$ cat config.mk
export PLATFORM = sky130hd
export DESIGN_NAME = rbd_avg
export DESIGN_NICKNAME = d
export VERILOG_FILES = /design/src/rtl/rbd_pkg.sv /design/src/rtl/rbd_avg.sv
export SDC_FILE = /design/constraint.sdc
export NUM_CORES = 1
export LEC_CHECK = 0
export BUFFER_PORTS_ARGS = -buffer_cell sky130_fd_sc_hd__buf_4
export CORE_ASPECT_RATIO = 0.8
export CORE_MARGIN = 2
export CORE_UTILIZATION = 55
export DETAILED_ROUTE_END_ITERATION = 6
export PLACE_DENSITY = 0.86
export SLEW_MARGIN = 20
export SYNTH_ARGS = -nofsm -noshare
export SYNTH_HDL_FRONTEND = slang
export SYNTH_SLANG_ARGS = --single-unit
$ cat constraint.sdc
create_clock -name aclk -period 5.3 [get_ports aclk]
set_clock_uncertainty 0.1 [all_clocks]
set_input_delay 1.59 -clock aclk [delete_from_list [all_inputs] [get_ports aclk]]
set_output_delay 1.59 -clock aclk [all_outputs]
set_load 0.02 [all_outputs]
$ cat src/rtl/rbd_pkg.sv
// ----------------------------------------------------------------------------
// rbd_pkg
// Shared constants, types and channel arithmetic for the RGBA 2x downsampler.
// ----------------------------------------------------------------------------
package rbd_pkg;

    localparam int MAX_WIDTH  = 4096;
    localparam int LINE_DEPTH = MAX_WIDTH / 2;
    localparam int LINE_AW    = $clog2(LINE_DEPTH);
    localparam int COL_W      = $clog2(MAX_WIDTH);
    localparam int WCFG_W     = 13;
    localparam int HCFG_W     = 16;
    localparam int ROW_W      = 16;
    localparam int CFG_DATA_W = 16;
    localparam int CFG_IDX_W  = 1;
    localparam int PIX_W      = 32;
    localparam int SUM_W      = 9;
    localparam int PAIR_W     = 4 * SUM_W;

    localparam logic [CFG_IDX_W-1:0] REG_IMAGE_WIDTH  = 1'd0;
    localparam logic [CFG_IDX_W-1:0] REG_IMAGE_HEIGHT = 1'd1;

    // Line store access issued together with an accepted item.
    typedef struct packed {
        logic               wr_en;
        logic               rd_en;
        logic [LINE_AW-1:0] addr;
        logic [PAIR_W-1:0]  wr_data;
    } line_req_t;

    // Item held between the pair-sum stage and the averaging stage.
    typedef struct packed {
        logic              valid;
        logic              use_line;
        logic              last;
        logic [PAIR_W-1:0] pair;
    } avg_item_t;

    // Per-channel horizontal sum of two RGBA8 pixels, four 9-bit fields.
    function automatic logic [PAIR_W-1:0] pair_add(input logic [PIX_W-1:0] a,
                                                   input logic [PIX_W-1:0] b);
        logic [PAIR_W-1:0] r;
        r = '0;
        for (int ch = 0; ch < 4; ch++) begin
            r[SUM_W*ch +: SUM_W] = {1'b0, a[8*ch +: 8]} + {1'b0, b[8*ch +: 8]};
        end
        return r;
    endfunction

    // Rounded average of two pair sums: (top + bottom + 2) / 4 per channel.
    function automatic logic [PIX_W-1:0] box_average(input logic [PAIR_W-1:0] top,
                                                     input logic [PAIR_W-1:0] bottom);
        logic [PIX_W-1:0] r;
        logic [SUM_W:0]   s;
        r = '0;
        for (int ch = 0; ch < 4; ch++) begin
            s = {1'b0, top[SUM_W*ch +: SUM_W]} + {1'b0, bottom[SUM_W*ch +: SUM_W]}
                + 10'd2;
            r[8*ch +: 8] = s[9:2];
        end
        return r;
    endfunction

endpackage

$ cat src/rtl/rbd_avg.sv
// ----------------------------------------------------------------------------
// rbd_avg
// Combines the stored top pair sum with the current one and holds the result.
// ----------------------------------------------------------------------------
module rbd_avg (
    input  logic                        aclk,
    input  logic                        aresetn,
    input  rbd_pkg::avg_item_t          avg_item,
    input  logic [rbd_pkg::PAIR_W-1:0]  line_data,
    output logic                        avg_adv,
    output logic                        m_valid,
    input  logic                        m_ready,
    output logic [rbd_pkg::PIX_W-1:0]   m_out_pixel,
    output logic                        m_last_of_level
);

    logic                       m_valid_reg, m_valid_next;
    logic [rbd_pkg::PIX_W-1:0]  pixel_reg;
    logic                       last_reg;
    logic [rbd_pkg::PAIR_W-1:0] top;
    logic [rbd_pkg::PIX_W-1:0]  result;

    assign avg_adv = !m_valid_reg || m_ready;

    // A single-row source pairs each pair sum with itself.
    assign top    = avg_item.use_line ? line_data : avg_item.pair;
    assign result = rbd_pkg::box_average(top, avg_item.pair);

    always_comb begin
        m_valid_next = m_valid_reg;
        if (avg_adv) begin
            m_valid_next = avg_item.valid;
        end
    end

    always_ff @(posedge aclk) begin
        if (!aresetn) begin
            m_valid_reg <= 1'b0;
        end else begin
            m_valid_reg <= m_valid_next;
        end
    end

    always_ff @(posedge aclk) begin
        if (avg_adv && avg_item.valid) begin
            pixel_reg <= result;
            last_reg  <= avg_item.last;
        end
    end

    assign m_valid         = m_valid_reg;
    assign m_out_pixel     = pixel_reg;
    assign m_last_of_level = last_reg;

endmodule

-- After elaboration in Yosys (flattened, before gate mapping)
Index checks and enable logic that the tools add are counted.
- bits in registers: 34
- bits of input ports: 78
- add/sub/neg operators: 8
- muxes and demuxes: 1
- reductions and logical operators: 3
- operators by type and width (cell ; count):
    10-bit by 2-bit adder with 10-bit output, second input constant ; 4
    9-bit by 9-bit adder with 10-bit output ; 4
    36-bit two-way mux ; 1
    1-bit logical AND ; 1
    1-bit zero test ; 1
    1-bit logical OR ; 1

-- Logic depth before layout (Yosys ltp)
Gate-level depths: netlist (run 1).
- depth after elaboration: 3
- gate-level depth with buffers: 12
- mapped depth without buffers: 10

-- Worst setup path before layout (run 1)
OpenSTA, ideal clock, no wires.
- path kind: input -> register
- from: input avg_item[37] (netlist name)
- to: register pixel_reg (netlist bit m_out_pixel[31]), data pin
- setup time: 0.259 ns
- data arrival time: 3.708 ns
- required time: 4.941 ns
- path slack: 1.233 ns
- stages: 10
- path through: buf_6 > buf_2 > mux2_2 > ha_1 > fa_1 > a21o_1 > a21oi_2 > o211ai_1 > o211ai_1 > xnor2_1
- word-level cells in the longest chain between the ends: 3
- ends and longest elaborated chain (element ; line ; RTL):
    from (decl) ; rbd_avg.sv:8 ; input rbd_pkg::avg_item_t avg_item,
    36-bit two-way mux ; rbd_avg.sv:26 ; assign top = avg_item.use_line ? line_data : avg_item.pair;
    9-bit by 9-bit adder with 10-bit output ; rbd_pkg.sv:57 ; s = {1'b0, top[SUM_W*ch +: SUM_W]} + {1'b0, bottom[SUM_W*ch +: SUM_W]}
    10-bit by 2-bit adder with 10-bit output ; rbd_pkg.sv:58 ; + 10'd2;
    via result (one bit) ; rbd_avg.sv:21 ; logic [rbd_pkg::PIX_W-1:0] result;
    to (signal assigned) ; rbd_avg.sv:46 ; pixel_reg <= result;
    to (decl) ; rbd_avg.sv:18 ; logic [rbd_pkg::PIX_W-1:0] pixel_reg;
The timed path passes the listed nets, and every way through them passes these cells.
A chain may end at the register's enable or synchronous reset.

-- Final worst setup path (run 1)
- from: input avg_item[37] (netlist name)
- to: register pixel_reg (netlist bit m_out_pixel[23]), data pin
The elaborated chain is that of the path after synthesis.

==> run_results.csv, run 1 <==
group,metric,value,unit
clock_tree,cts_tree,"done",
clock_tree,clkTransAtPathRegs,0.07,ns
clock_tree,root_buffer,"clkbuf_8",
sta,finalMaxSlewViolations,0,
floorplanning,boundaryPins,113,
power,powerDensity,260.0,mW/mm^2
setup_path,critical_path.max_stage_delay,0.47,ns
global_route,grt_overflow,0,
yosys,synth-async-reset-ratio,0,
yosys,synth_area_per_cell,11.05,sq um
cells_and_area,fin_nets,557,
setup_path,cp_max_fo,36,
cells_and_area,largest_register_ffs,32,
yosys,syn-num-nets,441,
sta,setup_violations,0,
setup_path,critical_path.cell_chain,"buf_4, mux2_2, ha_1, fa_1, a21o_1, a21oi_2, o211ai_1, o211ai_1, xnor2_1",
clock_tree,cts_num_sinks,34,
drt,viasPerCell,5.396,
drt,vias,2682,
clock_tree,ctsHoldBuffers,0,
power,p_total,1.121,mW
yosys,synth_area_leaders,"edfxtp_1 (30%), ha_1 (23%), mux2_2 (9.5%)",
cells_and_area,areaGrowthSynthToFinish,30.45,%
sta,hold_viol_final,0,
yosys,yosys_warnings,0,
drt,drc_errors,0,
setup_path,cp-end-kind,"flip-flop",
sta,tightest_slew,0.5244,ns
global_route,grt_max_degree,37,
floorplanning,die_x,90.65,um
floorplanning,initial_utilization,0.5647,
drt,drt_iter0_drc,81,
outcome,outcome,"finished, final reports clean",
sta,fin_crit_sh,0.7610,
setup_path,criticalPathCategory,"input port to flip-flop",
yosys,synth_cells,299,
sta,clock.fmax,0.2479,GHz
clock_tree,worst_skew_pair.late_latency,0.29,ns
cells_and_area,nFillCells,443,
clock_tree,htreeDepth,2,
yosys,netlist_area,0.003303,sq mm
floorplanning,fp-row-count,25,
cells_and_area,final_layout_size_suffix_gt1_frac,0.4014,
setup_path,start_kind,"input port",
power,leakage,2.021,nW
clock_tree,cts_inserted_buffers,5,
setup_path,required,5.24,ns
drt,wl_per_cell,14.18,um
clock_tree,cts_buffer_depth,2,
yosys,synth_flop_cell,"edfxtp_1",
yosys,yosysUniqueCellTypes,37,
placed_design,routabilityCongestion,0.8189,
drt,totalWireLength,7047,um
cells_and_area,diodes,0,
power,ir_drop,105.5,uV
setup_path,crit_slowest_cell,"fa_1",
sta,period_needed,4.033,ns
setup_path,rr_worst_depth,3,
setup_path,arrival,3.97,ns
hold_path,hold_path.class,"flip-flop to flip-flop",
global_route,grt_pass1_vias,2697,
placed_design,dp_hpwl,5791,um
global_route,grt_use_total,0.2204,
yosys,ys_seq_area_frac,0.3061,
yosys,synth-edff-count,33,
sta,tns,0,ns
yosys,synth_top_cell_area_share,0.3000,
yosys,ys_ff_latch,34,
hold_path,hold_depth,2,
global_route,grt_pass1_wl,11660,um
drt,drtAntennaViolNets,0,
clock_tree,cts_setup_buffers,0,
yosys,synth_top_area_cell,"edfxtp_1",
placed_design,io_buffers,112,
sta,max-slew-margin-rel,0.6504,
floorplanning,core-area,0.005849,sq mm
setup_path,crit_top_cell,"o211ai_1",
global_route,antenna_found_initial,0,
floorplanning,fp.dieH,73.32,um
floorplanning,die_area,0.006646,sq mm
sta,rsz0062_at_grt,"no",
clock_tree,cts-resized-gates,0,
flow_run,drv_cap,0,
drt,dr.pass1.iters,4,
-- cells by family after synthesis --
family	count (synthesis)	synth area share
AOI/OAI and AO/OA	48	0.1136
and+or+nand+nor	81	0.1402
muxes	33	0.1106
DFF	34	0.3061
buffers and inverters	19	0.02500
adders and majority gates	64	0.2515
xor gates and xnor gates	20	0.05303
-- metrics by stage --
step | util | cell area (sq um) | setup WS [ns] | std cells | hold WS, ns
3_5_place_dp | 0.7226 | 4227 | 0.9779 | 489 | 0.4677
5_1_grt | 0.7367 | 4309 | 1.138 | 497 | 0.4929
6_report | 0.7367 | 4309 | 1.267 | 497 | 0.4792
2_1_floorplan | - | 3303 | 1.233 | 299 | 0.6496
3_3_place_gp | 0.7226 | 4227 | 1.019 | 489 | 0.4258
4_1_cts | 0.7367 | 4309 | 1.272 | 497 | 0.4743
-- where the power goes --
| part | total (mW) | switching, mW | internal (mW) |
|---|---|---|---|
| registers | 0.381 | 0.0138 | 0.368 |
| logic | 0.554 | 0.287 | 0.267 |
| clock network | 0.185 | 0.0945 | 0.0909 |
| total | 1.12 | 0.395 | 0.726 |
-- cell usage after synthesis, types with 3 or more instances --
cell       n
a21o_1     8
a21oi_1    7
a21oi_2    5
a221oi_1   3
and2_1     9
and2_4     4
buf_2      3
edfxtp_1  33
fa_1       4
ha_1      60
inv_1     15
mux2_2    28
mux2i_1    5
nand2_1   12
nand3_1   11
nand3b_1   4
nand4_1    6
nor2_1    11
nor2b_1    7
nor3_1     6
o211ai_1   8
o21ai_0    4
o311a_1    4
or3_1      4
xnor2_1   16
xor2_1     4
-- critical path, delay by kind of cell --
kind | cells | cell delay [ns]
buf+inv | 1 | 0.43
mux | 1 | 0.40
fa+ha+maj | 2 | 0.79
xor+xnor | 1 | 0.10
compound gates | 4 | 0.66
-- worst paths after layout --
kind / startpoint / endpoint / slack (ns)
min reg2reg: m_valid$_SDFFE_PN0N_ / m_valid$_SDFFE_PN0N_ / 0.48
min: m_valid$_SDFFE_PN0N_ / m_valid$_SDFFE_PN0N_ / 0.48
max: avg_item[37] / m_out_pixel[23]$_DFFE_PP_ / 1.27
max reg2reg: m_valid$_SDFFE_PN0N_ / m_out_pixel[25]$_DFFE_PP_ / 3.90
-- routing by layer --
metal  routed length, um  vias up  global-route usage
met2                3554       83              0.4221
li1                    -     1358                   -
met3                 423        8             0.04615
met5                   0        -                   0
met1                2980     1233              0.2505
met4                  89        0             0.06667
-- layout by cell type (no fill, tap or decap), types with 2 or more instances in the layout --
master,n
o211ai_1,8
nand2b_4,2
a22oi_2,2
and3_1,2
clkinv_2,2
buf_4,113
mux2i_1,5
nand4_1,6
nand3_1,11
and2_4,4
clkbuf_8,5
a221oi_1,3
a21oi_2,5
a211oi_2,2
nand3b_1,4
o21ai_2,2
or3_1,4
inv_1,15
a211oi_1,2
a21o_1,8
nor3_1,6
xor2_1,4
and2_1,9
edfxtp_1,33
o21ai_0,4
mux2_2,28
o311a_1,4
nand2b_2,2
fa_1,4
nand2_1,12
nor2b_1,7
xnor2_1,16
nor2_1,11
ha_1,60
a21oi_1,7
-- area by class of cell --
type / instances / area [sq um] / area share
multi-input cells: 246 / 2210 / 0.5128
flip-flops and latches: 34 / 1011 / 0.2346
repair buffers: 113 / 848.3 / 0.1969
well taps: 81 / 101.3 / 0.02352
clock buffers: 6 / 72.57 / 0.01684
inverters: 15 / 56.30 / 0.01307
clock inverters: 2 / 10.01 / 0.002323
Power figures use the tool's default switching activity.
==> run 2: changes to the inputs <==
--- a/config.mk
+++ b/config.mk
@@ -8,9 +8,9 @@
 export BUFFER_PORTS_ARGS = -buffer_cell sky130_fd_sc_hd__buf_4
 export CORE_ASPECT_RATIO = 0.8
 export CORE_MARGIN = 2
-export CORE_UTILIZATION = 55
+export CORE_UTILIZATION = 47
 export DETAILED_ROUTE_END_ITERATION = 6
-export PLACE_DENSITY = 0.86
+export PLACE_DENSITY = 0.79
 export SLEW_MARGIN = 20
 export SYNTH_ARGS = -nofsm -noshare
 export SYNTH_HDL_FRONTEND = slang
==> constraint.sdc (replaced) <==
create_clock -name aclk -period 3.2 [get_ports aclk]
set_clock_uncertainty 0.1 [all_clocks]
set_input_delay 0.96 -clock aclk [delete_from_list [all_inputs] [get_ports aclk]]
set_output_delay 0.96 -clock aclk [all_outputs]
set_load 0.02 [all_outputs]
==> run 2 against run 1 <==
Routed wire length rose by 7.2%. Combinational power increased by 97%. Count of clock-buffer cells in the layout down 1. Utilization fell by 2.7 points. Largest cell class unchanged. Largest power group unchanged. Sequential power is 66% higher. Critical endpoint is now m_out_pixel[30]$_DFFE_PP_. Power rose by 88%. Clock power increased by 110%.
==> run_results.csv, run 2 (synthesized netlist as in run 1, its figures left out) <==
group,metric,value,unit
sta,tightest_slew,0.4416,ns
power,ir_drop,190.3,uV
sta,tns,0,ns
sta,fin_ws,0.1122,ns
global_route,grt_max_degree,34,
cells_and_area,final_cell_mix,"buf_4 (154), ha_1 (47), edfxtp_1 (33)",
sta,setup_violations,0,
clock_tree,cts_setup_buffers,0,
placed_design,placed_cells,538,
clock_tree,cts_tree,"done",
setup_path,start_kind,"input port",
drt,wl_per_cell,13.84,um
setup_path,criticalPathCategory,"input port to flip-flop",
clock_tree,cts_num_sinks,34,
sta,clock.fmax,0.3239,GHz
drt,dr.pass1.iters,4,
flow_run,drv_cap,0,
sta,max-slew-margin-rel,0.7056,
power,p_total,2.111,mW
sta,fin_crit_sh,0.9649,
clock_tree,htreeDepth,2,
clock_tree,root_buffer,"clkbuf_8",
placed_design,routabilityCongestion,0.8650,
cells_and_area,layout_commonest_cell,"buf_4",
clock_tree,worst_skew_pair.late_latency,0.28,ns
sta,rsz0062_at_grt,"no",
cells_and_area,areaGrowthSynthToFinish,47.27,%
placed_design,pre_cts_ws,-0.1372,ns
floorplanning,fp.dieH,78.98,um
drt,vias,2807,
drt,drtAntennaViolNets,0,
cells_and_area,diodes,0,
sta,hold_ws,0.4530,ns
sta,finalMaxSlewViolations,0,
outcome,outcome,"finished, final reports clean",
global_route,grt_overflow,0,
setup_path,regToRegStartpoint,"m_valid$_SDFFE_PN0N_",
placed_design,io_buffers,112,
clock_tree,cts-resized-gates,0,
cells_and_area,fin_cells,546,
drt,drc_errors,0,
setup_path,cp_max_fo,5,
placed_design,placed_area,0.004756,sq mm
clock_tree,cts_inserted_buffers,5,
cells_and_area,largest_register_ffs,32,
cells_and_area,final_util,0.7094,
global_route,grt_pass1_vias,2861,
power,powerDensity,433.9,mW/mm^2
global_route,antenna_found_initial,0,
drt,totalWireLength,7554,um
hold_path,hold_path.class,"flip-flop to flip-flop",
drt,drt_iter0_drc,78,
clock_tree,cts_buffer_depth,2,
setup_path,cp-end-kind,"flip-flop",
sta,hold_viol_final,0,
setup_path,startpoint,"avg_item[37]",
sta,period_needed,3.088,ns
clock_tree,ctsHoldBuffers,0,
global_route,grt_use_total,0.1987,
placed_design,dp_hpwl,6454,um
floorplanning,die_area,0.007719,sq mm
floorplanning,die_x,97.73,um
global_route,grt_pass1_wl,12610,um
cells_and_area,final_area,0.004865,sq mm
setup_path,required,3.13,ns
drt,viasPerCell,5.141,
floorplanning,core-area,0.006858,sq mm
cells_and_area,fin_nets,600,
clock_tree,clkTransAtPathRegs,0.07,ns
floorplanning,boundaryPins,113,
power,leakage,2.245,nW
floorplanning,initial_utilization,0.4817,
cells_and_area,final_layout_size_suffix_gt1_frac,0.4989,
setup_path,arrival,3.02,ns
floorplanning,fp-row-count,27,
hold_path,hp-start,"m_valid$_SDFFE_PN0N_",
-- run 2: cell types whose count changed in the layout (fill, tap and decap cells not counted), moves of 2 or more --
cell | previous run | this run
buf_4 | 113 | 154
ha_1 | 60 | 47
ha_4 | 0 | 13
fa_1 | 4 | 0
fa_2 | 0 | 4
buf_12 | 0 | 2
-- run 2: area by class of cell --
type / instances / area [sq um]
multi-input combinational: 246 / 2384
fill: 525 / 1993
timing repair buffer: 156 / 1196
sequential: 34 / 1011
tap: 87 / 108.9
clock buffer: 5 / 68.82
inverter: 15 / 56.30
clock inverter: 3 / 40.04
-- run 2: power breakdown --
part	switching [mW]	internal [mW]
clock network	0.164	0.229
logic	0.514	0.572
registers	0.0231	0.609
total	0.701	1.41
-- run 2: layer usage --
layer / track usage / wire length (um) / vias to the layer above
li1: - / - / 1449
met1: 0.2381 / 3166 / 1288
met2: 0.3752 / 3914 / 66
met3: 0.03961 / 437 / 4
met4: 0.03472 / 36 / 0
met5: 0 / 0 / -
-- run 2: final timing paths --
kind                                                   to  slack (ns)  cells past startpoint
worst max-delay path            m_out_pixel[30]$_DFFE_PP_        0.11                     10
worst min-delay path                 m_valid$_SDFFE_PN0N_        0.45                      2
worst max register to register  m_out_pixel[17]$_DFFE_PP_        1.80                      3
worst min register to register       m_valid$_SDFFE_PN0N_        0.45                      2
-- run 2: critical path, cell delays in order --
cell and delay, ns:
buf_4 0.14, buf_4 0.16, mux2_2 0.35, ha_4 0.28
ha_4 0.20, and2_1 0.18, a22oi_2 0.24, nand2_1 0.13
a221oi_1 0.27, nand2_1 0.11
