**src/rtl/rbd_pkg.sv**
```systemverilog
// ----------------------------------------------------------------------------
// rbd_pkg
// Shared constants, types and channel arithmetic for the RGBA 2x downsampler.
// ----------------------------------------------------------------------------
package rbd_pkg;

    localparam int MAX_WIDTH  = 4096;
    localparam int LINE_DEPTH = MAX_WIDTH / 2;
    localparam int LINE_AW    = $clog2(LINE_DEPTH);
    localparam int COL_W      = $clog2(MAX_WIDTH);
    localparam int WCFG_W     = 13;
    localparam int HCFG_W     = 16;
    localparam int ROW_W      = 16;
    localparam int CFG_DATA_W = 16;
    localparam int CFG_IDX_W  = 1;
    localparam int PIX_W      = 32;
    localparam int SUM_W      = 9;
    localparam int PAIR_W     = 4 * SUM_W;

    localparam logic [CFG_IDX_W-1:0] REG_IMAGE_WIDTH  = 1'd0;
    localparam logic [CFG_IDX_W-1:0] REG_IMAGE_HEIGHT = 1'd1;

    // Line store access issued together with an accepted item.
    typedef struct packed {
        logic               wr_en;
        logic               rd_en;
        logic [LINE_AW-1:0] addr;
        logic [PAIR_W-1:0]  wr_data;
    } line_req_t;

    // Item held between the pair-sum stage and the averaging stage.
    typedef struct packed {
        logic              valid;
        logic              use_line;
        logic              last;
        logic [PAIR_W-1:0] pair;
    } avg_item_t;

    // Per-channel horizontal sum of two RGBA8 pixels, four 9-bit fields.
    function automatic logic [PAIR_W-1:0] pair_add(input logic [PIX_W-1:0] a,
                                                   input logic [PIX_W-1:0] b);
        logic [PAIR_W-1:0] r;
        r = '0;
        for (int ch = 0; ch < 4; ch++) begin
            r[SUM_W*ch +: SUM_W] = {1'b0, a[8*ch +: 8]} + {1'b0, b[8*ch +: 8]};
        end
        return r;
    endfunction

    // Rounded average of two pair sums: (top + bottom + 2) / 4 per channel.
    function automatic logic [PIX_W-1:0] box_average(input logic [PAIR_W-1:0] top,
                                                     input logic [PAIR_W-1:0] bottom);
        logic [PIX_W-1:0] r;
        logic [SUM_W:0]   s;
        r = '0;
        for (int ch = 0; ch < 4; ch++) begin
            s = {1'b0, top[SUM_W*ch +: SUM_W]} + {1'b0, bottom[SUM_W*ch +: SUM_W]}
                + 10'd2;
            r[8*ch +: 8] = s[9:2];
        end
        return r;
    endfunction

endpackage

```
**src/rtl/rbd_ctrl.sv**
```systemverilog
// ----------------------------------------------------------------------------
// rbd_ctrl
// Geometry registers, raster counters, pair sums and line store access.
// ----------------------------------------------------------------------------
module rbd_ctrl (
    input  logic                           aclk,
    input  logic                           aresetn,
    input  logic                           cfg_wr_en,
    input  logic [rbd_pkg::CFG_IDX_W-1:0]  cfg_index,
    input  logic [rbd_pkg::CFG_DATA_W-1:0] cfg_wdata,
    input  logic                           s_valid,
    output logic                           s_ready,
    input  logic [rbd_pkg::PIX_W-1:0]      s_pixel,
    input  logic                           avg_adv,
    output rbd_pkg::line_req_t             line_req,
    output rbd_pkg::avg_item_t             avg_item
);

    logic [rbd_pkg::WCFG_W-1:0] width_reg, width_next;
    logic [rbd_pkg::HCFG_W-1:0] height_reg, height_next;
    logic [rbd_pkg::COL_W-1:0]  col_reg, col_next;
    logic [rbd_pkg::ROW_W-1:0]  row_reg, row_next;
    logic [rbd_pkg::PIX_W-1:0]  held_reg, held_next;
    logic                       s1_valid_reg, s1_valid_next;
    logic                       s1_use_line_reg, s1_last_reg;
    logic [rbd_pkg::PAIR_W-1:0] s1_pair_reg;

    logic [rbd_pkg::WCFG_W-1:0] weff;
    logic [rbd_pkg::HCFG_W-1:0] heff;
    logic [rbd_pkg::COL_W-1:0]  c;
    logic [rbd_pkg::ROW_W-1:0]  r;
    logic                       single_col, single_row, have_pair, emit, last, accept;
    logic                       wrap_col, wrap_row;
    logic [rbd_pkg::LINE_AW-1:0] x;
    logic [rbd_pkg::COL_W-1:0]  ow;
    logic [rbd_pkg::ROW_W-1:0]  oh, y;
    logic [rbd_pkg::PAIR_W-1:0] pair;
    logic [rbd_pkg::WCFG_W-1:0] c_inc;
    logic [rbd_pkg::ROW_W:0]    r_inc;

    assign accept  = s_valid && s_ready;
    assign s_ready = !s1_valid_reg || avg_adv;

    always_comb begin
        // A zero size acts as one; the width saturates at the line capacity.
        weff = width_reg;
        if (width_reg == '0) begin
            weff = rbd_pkg::WCFG_W'(1);
        end else if (width_reg > rbd_pkg::WCFG_W'(rbd_pkg::MAX_WIDTH)) begin
            weff = rbd_pkg::WCFG_W'(rbd_pkg::MAX_WIDTH);
        end
        heff = (height_reg == '0) ? rbd_pkg::HCFG_W'(1) : height_reg;

        c = ({1'b0, col_reg} >= weff) ? '0 : col_reg;
        r = (row_reg >= heff) ? '0 : row_reg;

        single_col = (weff == rbd_pkg::WCFG_W'(1));
        single_row = (heff == rbd_pkg::HCFG_W'(1));
        have_pair  = single_col || c[0];
        pair       = rbd_pkg::pair_add(single_col ? s_pixel : held_reg, s_pixel);
        x          = c[rbd_pkg::COL_W-1:1];
        emit       = have_pair && (single_row || r[0]);

        ow = single_col ? rbd_pkg::COL_W'(1) : weff[rbd_pkg::WCFG_W-1:1];
        oh = single_row ? rbd_pkg::ROW_W'(1) : {1'b0, heff[rbd_pkg::HCFG_W-1:1]};
        y  = single_row ? '0 : {1'b0, r[rbd_pkg::ROW_W-1:1]};
        last = (({1'b0, x} + rbd_pkg::COL_W'(1)) == ow) && ((y + rbd_pkg::ROW_W'(1)) == oh);

        c_inc    = {1'b0, c} + rbd_pkg::WCFG_W'(1);
        r_inc    = {1'b0, r} + (rbd_pkg::ROW_W+1)'(1);
        wrap_col = (c_inc >= weff);
        wrap_row = (r_inc >= {1'b0, heff});
    end

    always_comb begin
        line_req.wr_en   = accept && have_pair && !single_row && !r[0];
        line_req.rd_en   = accept && have_pair && !single_row && r[0];
        line_req.addr    = x;
        line_req.wr_data = pair;
    end

    always_comb begin
        width_next  = width_reg;
        height_next = height_reg;
        if (cfg_wr_en) begin
            case (cfg_index)
                rbd_pkg::REG_IMAGE_WIDTH:  width_next  = cfg_wdata[rbd_pkg::WCFG_W-1:0];
                rbd_pkg::REG_IMAGE_HEIGHT: height_next = cfg_wdata[rbd_pkg::HCFG_W-1:0];
                default: ;
            endcase
        end

        col_next  = col_reg;
        row_next  = row_reg;
        held_next = held_reg;
        if (accept) begin
            if (wrap_col) begin
                col_next = '0;
                row_next = wrap_row ? '0 : r_inc[rbd_pkg::ROW_W-1:0];
            end else begin
                col_next = c_inc[rbd_pkg::COL_W-1:0];
                row_next = r;
            end
            if (!have_pair) begin
                held_next = s_pixel;
            end
        end

        s1_valid_next = s1_valid_reg;
        if (s_ready) begin
            s1_valid_next = accept && emit;
        end
    end

    always_ff @(posedge aclk) begin
        if (!aresetn) begin
            width_reg    <= rbd_pkg::WCFG_W'(1);
            height_reg   <= rbd_pkg::HCFG_W'(1);
            col_reg      <= '0;
            row_reg      <= '0;
            held_reg     <= '0;
            s1_valid_reg <= 1'b0;
        end else begin
            width_reg    <= width_next;
            height_reg   <= height_next;
            col_reg      <= col_next;
            row_reg      <= row_next;
            held_reg     <= held_next;
            s1_valid_reg <= s1_valid_next;
        end
    end

    always_ff @(posedge aclk) begin
        if (accept) begin
            s1_pair_reg     <= pair;
            s1_use_line_reg <= !single_row;
            s1_last_reg     <= last;
        end
    end

    always_comb begin
        avg_item.valid    = s1_valid_reg;
        avg_item.use_line = s1_use_line_reg;
        avg_item.last     = s1_last_reg;
        avg_item.pair     = s1_pair_reg;
    end

endmodule

```
**config.mk**
```make
export PLATFORM = sky130hd
export DESIGN_NAME = rbd_ctrl
export DESIGN_NICKNAME = d
export VERILOG_FILES = /design/src/rtl/rbd_pkg.sv /design/src/rtl/rbd_ctrl.sv
export SDC_FILE = /design/constraint.sdc
export NUM_CORES = 1
export LEC_CHECK = 0
export BUFFER_PORTS_ARGS = -buffer_cell sky130_fd_sc_hd__buf_2
export CORE_UTILIZATION = 52
export CTS_CLUSTER_SIZE = 12
export DETAILED_ROUTE_END_ITERATION = 8
export PLACE_DENSITY_LB_ADDON = 0.1
export SYNTH_ARGS = -nofsm -noshare
export SYNTH_HDL_FRONTEND = slang
export SYNTH_SLANG_ARGS = --single-unit
```
**constraint.sdc**
```tcl
create_clock -name aclk -period 5.98 [get_ports aclk]
set_input_delay 1.495 -clock aclk [delete_from_list [all_inputs] [get_ports aclk]]
set_output_delay 1.495 -clock aclk [all_outputs]
set_load 0.01 [all_outputs]
```
== Word level (Yosys, flattened, before mapping) ==
Cells that the tools add are included.

* $lt $le $gt $ge: 5
* Muxes and demuxes: 12
* $add $sub $neg: 8
* Equal/unequal tests: 4
* Bitwise operators: 2
* Reduce and logical (&&, ||, !) cells: 19

{| class="wikitable"
|+ Operator list
! kind !! number
|-
| two-way mux 16 bit || 4
|-
| adder 8 x 8 -> 9 bit || 4
|-
| two-way mux 12 bit || 3
|-
| two-way mux 32 bit || 1
|-
| two-way mux 15 bit || 2
|-
| two-way mux 13 bit || 2
|-
| adder 16 x 1 -> 17 bit, second input constant || 1
|-
| greater-or-equal comparator 17 x 16 -> 1 bit || 1
|-
| adder 15 x 1 -> 16 bit, second input constant || 1
|-
| == test 16 x 1 -> 1 bit, second input constant || 1
|-
| == test 16 x 15 -> 1 bit || 1
|-
| greater-or-equal comparator 16 bit || 1
|-
| zero test 16 bit || 1
|-
| adder 12 x 1 -> 13 bit, second input constant || 1
|-
| == test 13 x 1 -> 1 bit, second input constant || 1
|-
| greater-or-equal comparator 12 x 13 -> 1 bit || 1
|-
| greater-or-equal comparator 13 bit || 1
|-
| > comparator 13 bit, second input constant || 1
|-
| zero test 13 bit || 1
|-
| adder 11 x 1 -> 12 bit, second input constant || 1
|-
| == test 12 bit || 1
|-
| logical AND 1 bit || 8
|-
| AND reduction 2 bit || 3
|-
| zero test 1 bit || 3
|-
| other kinds (2) || 5
|}

* Output and inout bits: 89
* Logic and storage cells: 59
* Register bits: 128
* Input port bits: 54

== Depth between registers and ports, before layout ==
Gate-level depths: netlist of run 1.

* Depth in word-level cells: 9
* Mapped depth: 32
* Depth with buffers taken out: 26

== Worst setup path before layout of run 1 ==
Ideal clock, no wire load.

* Kind: reg-to-reg
* Start: register height_reg[15] in the netlist's numbering
* End: register row_reg[0] in the netlist's numbering
* Library setup time: 70 ps
* Path buffers: 5
* Data required time: 5910 ps
* Period minus slack after synthesis: 6380 ps
* Cell stages (with the launch flop): 32
* Slack: -400 ps
* Arrival: 6310 ps
* Path through: dfxtp_1 > or4_4 > nor4_4 > inv_2 > or2b_1 > ha_1 > nand2b_1 > a2111oi_0 > o211a_1 > o21ai_1 > clkbuf_1 > clkbuf_1 > nor2_1 > ha_1 > and3_1 > nand3_1 > or2_1 > clkbuf_1 > or3_1 > a21oi_1 > ha_1 > and3_1 > nand2_1 > nor4_1 > nor4b_1 > o31ai_1 > a211oi_1 > and2_1 > clkbuf_1 > clkbuf_1 > nor2_1 > a21oi_1

* Word-level cells in the longest chain between the ends: 8

{| class="wikitable"
|+ Ends and longest elaborated chain
! element !! line !! RTL
|-
| from (decl) || rbd_ctrl.sv:20 || <nowiki>logic [rbd_pkg::HCFG_W-1:0] height_reg, height_next;</nowiki>
|-
| from (signal assigned) || rbd_ctrl.sv:118 || <nowiki>height_reg <= rbd_pkg::HCFG_W'(1);</nowiki>
|-
| from (signal assigned) || rbd_ctrl.sv:125 || <nowiki>height_reg <= height_next;</nowiki>
|-
| zero test 16 bit || rbd_ctrl.sv:52 || <nowiki>heff = (height_reg == '0) ? rbd_pkg::HCFG_W'(1) : height_reg;</nowiki>
|-
| two-way mux 16 bit (*) || rbd_ctrl.sv:52 ||
|-
| greater-or-equal comparator 16 bit || rbd_ctrl.sv:55 || <nowiki>r = (row_reg >= heff) ? '0 : row_reg;</nowiki>
|-
| two-way mux 16 bit || rbd_ctrl.sv:55 ||
|-
| adder 16 x 1 -> 17 bit || rbd_ctrl.sv:70 || <nowiki>r_inc = {1'b0, r} + (rbd_pkg::ROW_W+1)'(1);</nowiki>
|-
| greater-or-equal comparator 17 x 16 -> 1 bit || rbd_ctrl.sv:72 || <nowiki>wrap_row = (r_inc >= {1'b0, heff});</nowiki>
|-
| two-way mux 16 bit || rbd_ctrl.sv:99 || <nowiki>row_next = wrap_row ? '0 : r_inc[rbd_pkg::ROW_W-1:0];</nowiki>
|-
| two-way mux 16 bit (*) || rbd_ctrl.sv:97 || <nowiki>if (wrap_col) begin</nowiki>
|-
| to (signal assigned) || rbd_ctrl.sv:127 || <nowiki>row_reg <= row_next;</nowiki>
|-
| to (decl) || rbd_ctrl.sv:22 || <nowiki>logic [rbd_pkg::ROW_W-1:0] row_reg, row_next;</nowiki>
|}

Every way passes the cells marked *; elsewhere a longest branch is shown, timed or not.
A chain may end at the register's enable or synchronous reset.

== Final worst setup path of run 1 ==
* Start: register height_reg[14] in the netlist's numbering
* End: register row_reg[0] in the netlist's numbering

The elaborated chain is that of the path after synthesis.

==> flow_summary.toml, run 1 <==
[routing]
first_pass_iters = 5
drtIter0Drc = 618
routed-via-count = 8037
drt-vias-per-instance = 5.70
wire_per_inst_um = 17.5
drc = 0
antenna_left = 0
totalWireLength_um = 24700

[synthesis]
synth_cells = 1038
synth_ff_type = "dfxtp_1"
netlist_top_cells_area = "dfxtp_1, ha_1, edfxtp_1"
ys_warn_count = 0
ys_ff_latch = 128
yosysTopAreaCell = "dfxtp_1"
syn_area_um2 = 8970
synthesis.nets = 1189
yosysSeqAreaShare_pct = 32.8
ys_types = 71
synth_edf_count = 38
syn_avg_cell_area_um2 = 8.64
synth_top_area_share_pct = 20.1
synthArstFlopShare_pct = 0

[global_routing]
grt_overflow = 0
grt_pass1_vias = 7574
grt_pass1_wl_um = 39100
grt_usage_pct = 27.9
grt_start_max_net_pins = 77
antenna_found_initial = 4

[power]
clkPwrFrac_pct = 33.6
vdd_drop_max_v = 0.000242
power.net_switching_mw = 1.05
powerDensity_nw_per_um2 = 296
seqPwrFrac_pct = 33.4
internal_power_mw = 2.12
p_comb_share_pct = 33.0
p_leak_nw = 4.63
p_sw_share_pct = 33.1
p_total_mw = 3.17

[placed_design]
dpl.hpwl_um = 17800
gp_congestion = 0.933
portBuffers = 142

[clock_tree]
root_buffer = "clkbuf_16"
clock_sinks = 128
cts_tree = "done"
cts_made_buffers = 17
htreeDepth = 4
postCtsHoldBufs = 0
clk_latency_ns = 0.43
clkSlewWorstSetupHoldPaths_ns = 0.06
clock_path_buffers = 2

[layout]
fillers = 1499
fin_util_pct = 64.0
area_delta_synth_final_pct = 19.3
fin_nets = 1326
largest_reg_flops = 36
layout-drive-gt1-share_pct = 22.3

[floorplan]
fp-row-count = 47
die_y_um = 133
io_pins = 143
core_um2 = 16700
die_w_um = 133
die-area_um2 = 17800
initial_core_util_pct = 53.7

[timing]
setup_viol = 0
finalCritPeriodShare_pct = 97.0
slew_viol_final = 0
fin_skew_ns = 0.0132
tns_ns = 0
relSlewSlack_pct = 21.4
hold_ws_ns = 0.450
period_needed_ns = 5.80
max_freq_mhz = 172
worstMarginPinSlew_ns = 1.18
hold_violations = 0

[setup_path]
timing.critical_path.buf_inv = 2
cp-end-kind = "register"
crit_path_max_incr_delay_ns = 0.58
critical_path.slowest_cell = "or4_4"
cp_data_required_time_ns = 6.34
path_delay_family = "simple AND/OR/NAND/NOR gates"
cp_max_fo = 10
critical_path_class = "reg -> reg"
startpoint_type = "register"
critical_path_arrival_ns = 6.16

[run_status]
status = "complete, no violations"

[flow_run]
max-cap-violations = 0

[min_path]
min_path_type = "reg -> reg"
[repair_timing]
action / 4_1_cts / 5_1_grt
setup buffers: 0 / 5
setup endpoints to repair: 10 / 16
gates resized for setup: 2 / 20
pin swaps: 1 / 11
[kinds of logic (layout without fill, tap and decap cells)]
group / count (synthesis) / after routing / share of synthesized area (%)
and+or+nand+nor: 381 / 381 / 19.6
DFF: 128 / 128 / 32.8
other: 0 / 3 / 0
buffers and inverters: 95 / 245 / 4.19
muxes: 33 / 33 / 4.14
AOI/OAI and AO/OA: 232 / 232 / 18.3
adders and majority gates: 97 / 97 / 13.9
xor gates and xnor gates: 72 / 72 / 7.03
[metrics by stage]
step | instance area, um^2 | std cells | setup WS [ns]
after floorplan | 8990 | 1038 | 0.0171
after global placement | 9950 | 1371 | 0.260
after detailed placement | 9950 | 1371 | 0.0666
after CTS | 10600 | 1403 | 0.0249
after global routing | 10700 | 1409 | -0.122
final | 10700 | 1411 | 0.180
[worst min-delay path: cells and delay by family (launching register included)]
family / cells / cell delay, ns
DFF: 1 / 0.31
AOI/OAI and AO/OA: 1 / 0.05
and+or+nand+nor: 1 / 0.05
[Yosys cell counts, types with 21 or more instances]
| cell type | number |
|---|---|
| a21boi_0 | 39 |
| a21boi_1 | 31 |
| a21oi_1 | 41 |
| clkbuf_1 | 48 |
| dfxtp_1 | 90 |
| edfxtp_1 | 38 |
| ha_1 | 93 |
| inv_1 | 36 |
| mux2_2 | 32 |
| nand2_1 | 172 |
| nand3_1 | 32 |
| nor2_1 | 68 |
| o21ai_0 | 21 |
| xnor2_1 | 51 |
| xor2_1 | 21 |
[metal layers]
layer	vias to the layer above	wire length (um)	global-route usage, %
met5	-	23	0
met4	4	389	8.71
met3	41	1750	7.31
met2	274	11300	44.6
met1	3768	11200	36.7
li1	3950	-	-
[power by group through the flow]
stage          logic, mW  registers (mW)  clock network, mW
3_3_place_gp       0.985            1.07                  0
5_1_grt             1.14            1.07               1.12
3_5_place_dp       0.992            1.08                  0
2_1_floorplan      0.620            1.10                  0
6_report            1.04            1.06               1.06
4_1_cts             1.00            1.06               1.08
[final timing paths]
check,start,to,slack [ns],cells past startpoint
hold / removal,held_reg[2]$_SDFFE_PN0P_,held_reg[2]$_SDFFE_PN0P_,0.45,2
setup / recovery,height_reg[14]$_SDFFE_PN0P_,row_reg[0]$_SDFFE_PN0P_,0.18,26
setup reg to reg,height_reg[14]$_SDFFE_PN0P_,row_reg[0]$_SDFFE_PN0P_,0.18,26
hold reg to reg,held_reg[2]$_SDFFE_PN0P_,held_reg[2]$_SDFFE_PN0P_,0.45,2
[layout make-up]
class / instances / area, um^2 / share of cell area (%)
Tap cell: 220 / 275 / 2.57
Clock inverter: 14 / 166 / 1.56
Timing Repair Buffer: 175 / 966 / 9.03
Clock buffer: 18 / 429 / 4.01
Multi-Input combinational cell: 815 / 5760 / 53.9
Inverter: 38 / 143 / 1.33
Antenna cell: 3 / 7.51 / 0.0702
Sequential cell: 128 / 2950 / 27.5
[cells in the final DEF (no fill, tap or decap), types with 35 or more instances in the layout]
cell	instances
a21oi_1	40
nor2_1	66
dfxtp_1	88
nand2_1	172
inv_1	35
edfxtp_1	38
buf_2	142
xnor2_1	51
a21boi_0	39
ha_1	91
(Power assumes the default switching activity.)
==> run 2, diff against run 1 <==
--- a/config.mk
+++ b/config.mk
@@ -5,6 +5,7 @@
 export SDC_FILE = /design/constraint.sdc
 export NUM_CORES = 1
 export LEC_CHECK = 0
+export ABC_AREA = 0
 export BUFFER_PORTS_ARGS = -buffer_cell sky130_fd_sc_hd__buf_2
 export CORE_UTILIZATION = 52
 export CTS_CLUSTER_SIZE = 12
==> constraint.sdc (replaced) <==
create_clock -name aclk -period 5.98 [get_ports aclk]
set_input_delay 0 -clock aclk [delete_from_list [all_inputs] [get_ports aclk]]
set_output_delay 0 -clock aclk [all_outputs]
set_load 0.01 [all_outputs]
==> run 2 against run 1 <==
- worst hold slack worse by 0.41 ns
- largest cell class unchanged
- critical path depth grew 1
- core utilization rose by 2.2 points
- critical endpoint unchanged
- final cell count increased by 3.0%
==> flow_summary.toml, run 2 (synthesis results as in run 1) <==
[power]
powerDensity_nw_per_um2 = 285
p_leak_nw = 4.79
p_total_mw = 3.15
vdd_drop_max_v = 0.000215

[global_routing]
grt_start_max_net_pins = 77
grt_overflow = 0
grt_pass1_wl_um = 39500
grt_pass1_vias = 7649
antenna_found_initial = 0
grt_usage_pct = 28.1

[setup_path]
crit_path_max_incr_delay_ns = 0.59
cp_max_fo = 10
critical_path_class = "reg -> reg"
critical_path.slowest_cell = "or4_4"
timing.critical_path.buf_inv = 2
cp_common_cell = "ha_1"
critical_path_arrival_ns = 6.15
cp-end-kind = "register"
startpoint_type = "register"
cp_data_required_time_ns = 6.33
path_delay_family = "simple AND/OR/NAND/NOR gates"

[floorplan]
core_um2 = 16700
die-area_um2 = 17800
io_pins = 143
fp-row-count = 47
die_y_um = 133
die_w_um = 133
initial_core_util_pct = 53.7

[routing]
antenna_left = 0
drt-vias-per-instance = 5.62
totalWireLength_um = 24700
wire_per_inst_um = 17.0
drc = 0
routed-via-count = 8162
drtIter0Drc = 615
first_pass_iters = 5

[layout]
final_cell_mix = "nand2_1, buf_2, ha_1, dfxtp_1, nor2_1"
fin_util_pct = 66.3
layout_commonest_cell = "nand2_1"
area_delta_synth_final_pct = 23.4
layout-drive-gt1-share_pct = 20.8
final_area_um2 = 11100
fin_nets = 1372
largest_reg_flops = 36
fillers = 1423
antenna_cells = 0

[timing]
fin_skew_ns = 0.00893
relSlewSlack_pct = 36.2
setup_viol = 0
worstMarginPinSlew_ns = 0.954
max_freq_mhz = 172
slew_viol_final = 0
finalCritPeriodShare_pct = 97.0
hold_violations = 0
hold_ws_ns = 0.0376
period_needed_ns = 5.80

[flow_run]
max-cap-violations = 0

[clock_tree]
root_buffer = "clkbuf_16"
clock_sinks = 128
cts_tree = "done"
clock_path_buffers = 2
clk_latency_ns = 0.42
cts_made_buffers = 17
clkSlewWorstSetupHoldPaths_ns = 0.06
htreeDepth = 4

[placed_design]
gp_congestion = 0.930
dpl.hpwl_um = 17600
portBuffers = 142
placed_area_um2 = 9930

[run_status]
status = "complete, no violations"

[min_path]
min_path_type = "in -> reg"
## run 2: cell type report
class	instances	area (um^2)	area share, %
Clock inverter	13	138	1.24
Clock buffer	18	439	3.97
Sequential cell	128	2940	26.6
Tap cell	220	275	2.49
Multi-Input combinational cell	815	5700	51.5
Inverter	38	143	1.29
Timing Repair Buffer	221	1430	12.9
## run 2: per-layer routing
layer | track usage (%) | share of wire (%) | vias to the layer above
li1 | - | - | 4054
met1 | 37.8 | 45 | 3785
met2 | 44.3 | 46 | 282
met3 | 6.16 | 7.0 | 41
met4 | 9.66 | 2.1 | 0
met5 | 0 | 0 | -
## run 2: repair_timing
item,in CTS,in global routing
buffers inserted,0,5
hold buffers,48,0
gates resized for setup,0,11
hold endpoints to repair,65,0
endpoints found under the setup margin,0,16
## run 2: report_power, final
| part | internal (mW) | total (mW) | switching, mW |
|---|---|---|---|
| logic | 0.453 | 1.05 | 0.594 |
| clock network | 0.623 | 1.04 | 0.420 |
| registers | 1.02 | 1.06 | 0.0426 |
## run 2: final timing paths
check / startpoint / to / slack, ns / depth (start not counted)
max reg2reg: height_reg[7]$_SDFFE_PN0P_ / row_reg[0]$_SDFFE_PN0P_ / 0.18 / 27
min reg2reg: held_reg[23]$_SDFFE_PN0P_ / held_reg[23]$_SDFFE_PN0P_ / 0.45 / 2
min: avg_adv / s1_valid_reg$_SDFFE_PN0N_ / 0.04 / 4
max: height_reg[7]$_SDFFE_PN0P_ / row_reg[0]$_SDFFE_PN0P_ / 0.18 / 27
## run 2: worst min-delay path, delay by kind of cell
| family | cells | cell delay [ns] |
|---|---|---|
| simple gates | 2 | 0.26 |
| compound gates | 1 | 0.07 |
| buf+inv | 1 | 0.09 |
## run 2: through the flow
stage / std cells / setup TNS (ns) / setup slack, ns
4_1_cts: 1448 / 0 / 0.0579
6_report: 1453 / 0 / 0.178
3_3_place_gp: 1369 / 0 / 0.281
5_1_grt: 1453 / -0.351 / -0.0766
3_5_place_dp: 1369 / 0 / 0.139
2_1_floorplan: 1038 / 0 / 0.0171
==> run 3, diff against run 2 <==
--- a/config.mk
+++ b/config.mk
@@ -10,7 +10,9 @@
 export CORE_UTILIZATION = 52
 export CTS_CLUSTER_SIZE = 12
 export DETAILED_ROUTE_END_ITERATION = 8
+export MAX_ROUTING_LAYER = met4
 export PLACE_DENSITY_LB_ADDON = 0.1
 export SYNTH_ARGS = -nofsm -noshare
 export SYNTH_HDL_FRONTEND = slang
 export SYNTH_SLANG_ARGS = --single-unit
+export TNS_END_PERCENT = 5
==> run 3 against run 2 <==
- design area grew 0.80%
- global-route usage grew 0.65 points
- sequential power is essentially flat
- routed wire length shrank 0.28%
- critical path depth is the same
- clock power grew 9%
- die area is the same
- register-to-register slack lost 0.095 ns
- power grew 2.7%
- core utilization grew 0.53 points
- first-iteration DRC count shrank 17%
- critical endpoint unchanged
- largest cell class unchanged
==> flow_summary.toml, run 3 (synthesis results as in run 1) <==
[clock_tree]
clk_latency_ns = 0.43
root_buffer = "clkbuf_16"
clock_sinks = 128
htreeDepth = 4
cts_made_buffers = 17
clock_path_buffers = 2
clkSlewWorstSetupHoldPaths_ns = 0.06
cts_tree = "done"

[placed_design]
dpl.hpwl_um = 17600
placed_area_um2 = 9920
gp_congestion = 0.944
portBuffers = 142

[timing]
slew_viol_final = 0
setup_viol = 0
fin_skew_ns = 0.0146
period_needed_ns = 5.90
hold_violations = 0
finalCritPeriodShare_pct = 98.6
tns_ns = 0
relSlewSlack_pct = 20.7
hold_ws_ns = 0.0483
worstMarginPinSlew_ns = 1.19
max_freq_mhz = 170

[power]
p_leak_nw = 4.85
clkPwrFrac_pct = 34.9
internal_power_mw = 2.18
seqPwrFrac_pct = 32.7
power.net_switching_mw = 1.06
vdd_drop_max_v = 0.000220
powerDensity_nw_per_um2 = 290
p_total_mw = 3.24
p_sw_share_pct = 32.6
p_comb_share_pct = 32.4

[run_status]
status = "complete, no violations"

[routing]
routed-via-count = 8209
totalWireLength_um = 24600
first_pass_iters = 7
antenna_left = 0
highest-signal-layer = "met4"
wire_per_inst_um = 16.9
drc = 0
drt-vias-per-instance = 5.63
met1_length_um = 11200
met2_length_um = 11200
wl_met3_um = 1500
drtIter0Drc = 508

[global_routing]
grt_overflow = 0
grt_start_max_net_pins = 77
antenna_found_initial = 0
grt_pass1_vias = 7618
grt_pass1_wl_um = 39300
grt_usage_pct = 28.7

[setup_path]
cp-end-kind = "register"
critical_path_arrival_ns = 6.25
worstReg2RegStart = "height_reg[7]$_SDFFE_PN0P_"
critical_path_class = "reg -> reg"
cp_max_fo = 5
startpoint_type = "register"
cp-startpoint = "height_reg[7]$_SDFFE_PN0P_"
cp_data_required_time_ns = 6.34

[layout]
regArea_um2 = 2950
layout-drive-gt1-share_pct = 21.3
layout_commonest_cell = "nand2_1"
final_cell_mix = "nand2_1, buf_2, ha_1, dfxtp_1, nor2_1"
largest_reg_flops = 36
fin_nets = 1375
multi_input_area_um2 = 5710
final_area_um2 = 11200
antenna_cells = 0
area_delta_synth_final_pct = 24.4
fillers = 1402
fin_util_pct = 66.8

[floorplan]
initial_core_util_pct = 53.7
fp-row-count = 47
io_pins = 143
die_y_um = 133
die-area_um2 = 17800
die_w_um = 133
core_um2 = 16700

[min_path]
hp-start = "avg_adv"
min_path_type = "in -> reg"

[flow_run]
max-cap-violations = 0
==> run 3: cell types whose count changed in the layout (fill, tap and decap cells not counted), sizes merged <==
cell,before,now
buf,173,176
bufinv,2,4
clkinv,4,5
clkinvlp,4,1
inv,41,42
==> run 3: what timing repair did <==
item,4_1_cts,5_1_grt
gates resized for setup,0,15
buffers inserted,0,9
hold endpoints to repair,67,0
hold buffers,48,0
endpoints found under the setup margin,0,16
==> run 3: final timing paths <==
path	end	slack, ns	cells past startpoint
worst min register to register	held_reg[23]$_SDFFE_PN0P_	0.45	2
worst min-delay path	s1_valid_reg$_SDFFE_PN0N_	0.05	4
worst max-delay path	row_reg[0]$_SDFFE_PN0P_	0.08	27
worst max register to register	row_reg[0]$_SDFFE_PN0P_	0.08	27
==> run 3: power by group through the flow <==
stage / Sequential (mW) / Combinational, mW / Clock [mW]
after floorplan: 1.10 / 0.620 / 0
after global placement: 1.07 / 0.978 / 0
after detailed placement: 1.07 / 0.985 / 0
after CTS: 1.06 / 1.02 / 1.15
after global routing: 1.07 / 1.14 / 1.18
final: 1.06 / 1.05 / 1.13
==> run 3: final cells by class <==
type / instances / share of cell area, %
inverters: 38 / 1.28
clock buffers: 18 / 3.85
clock inverters: 14 / 1.84
repair buffers: 224 / 13.0
multi-input cells: 815 / 51.2
well taps: 220 / 2.47
flip-flops and latches: 128 / 26.4
==> run 3: worst max-delay path, stage by stage, from the launching register on <==
cell and delay (ns):
dfxtp_2 0.34, or4_4 0.58, nor4_4 0.32, inv_2 0.08, or2b_1 0.20, ha_1 0.23, nand2b_1 0.15, a2111oi_2 0.35
o211a_1 0.26, o21ai_2 0.09, nor2_1 0.13, ha_2 0.20, and3_4 0.21, nand3_4 0.10, or2_4 0.30, or3_1 0.37
a21oi_2 0.15, ha_1 0.25, and3_1 0.16, nand2_1 0.07, nor4_1 0.04, nor4b_1 0.35, o31ai_1 0.13, a211oi_1 0.29
and2_4 0.22, buf_6 0.12, nor2_1 0.04, a21oi_1 0.10
==> run 3: metrics by stage <==
stage                     setup slack (ns)  cells
final                               0.0831   1457
after detailed placement             0.123   1367
after global routing                -0.154   1457
after CTS                           0.0672   1447
after floorplan                     0.0171   1038
after global placement               0.289   1367
==> run 3: routing by layer <==
layer | GRT usage (%) | vias to the layer above
met5 | - | -
met4 | 10.7 | 0
met3 | 4.98 | 53
met2 | 43.9 | 291
met1 | 37.9 | 3813
li1 | - | 4052
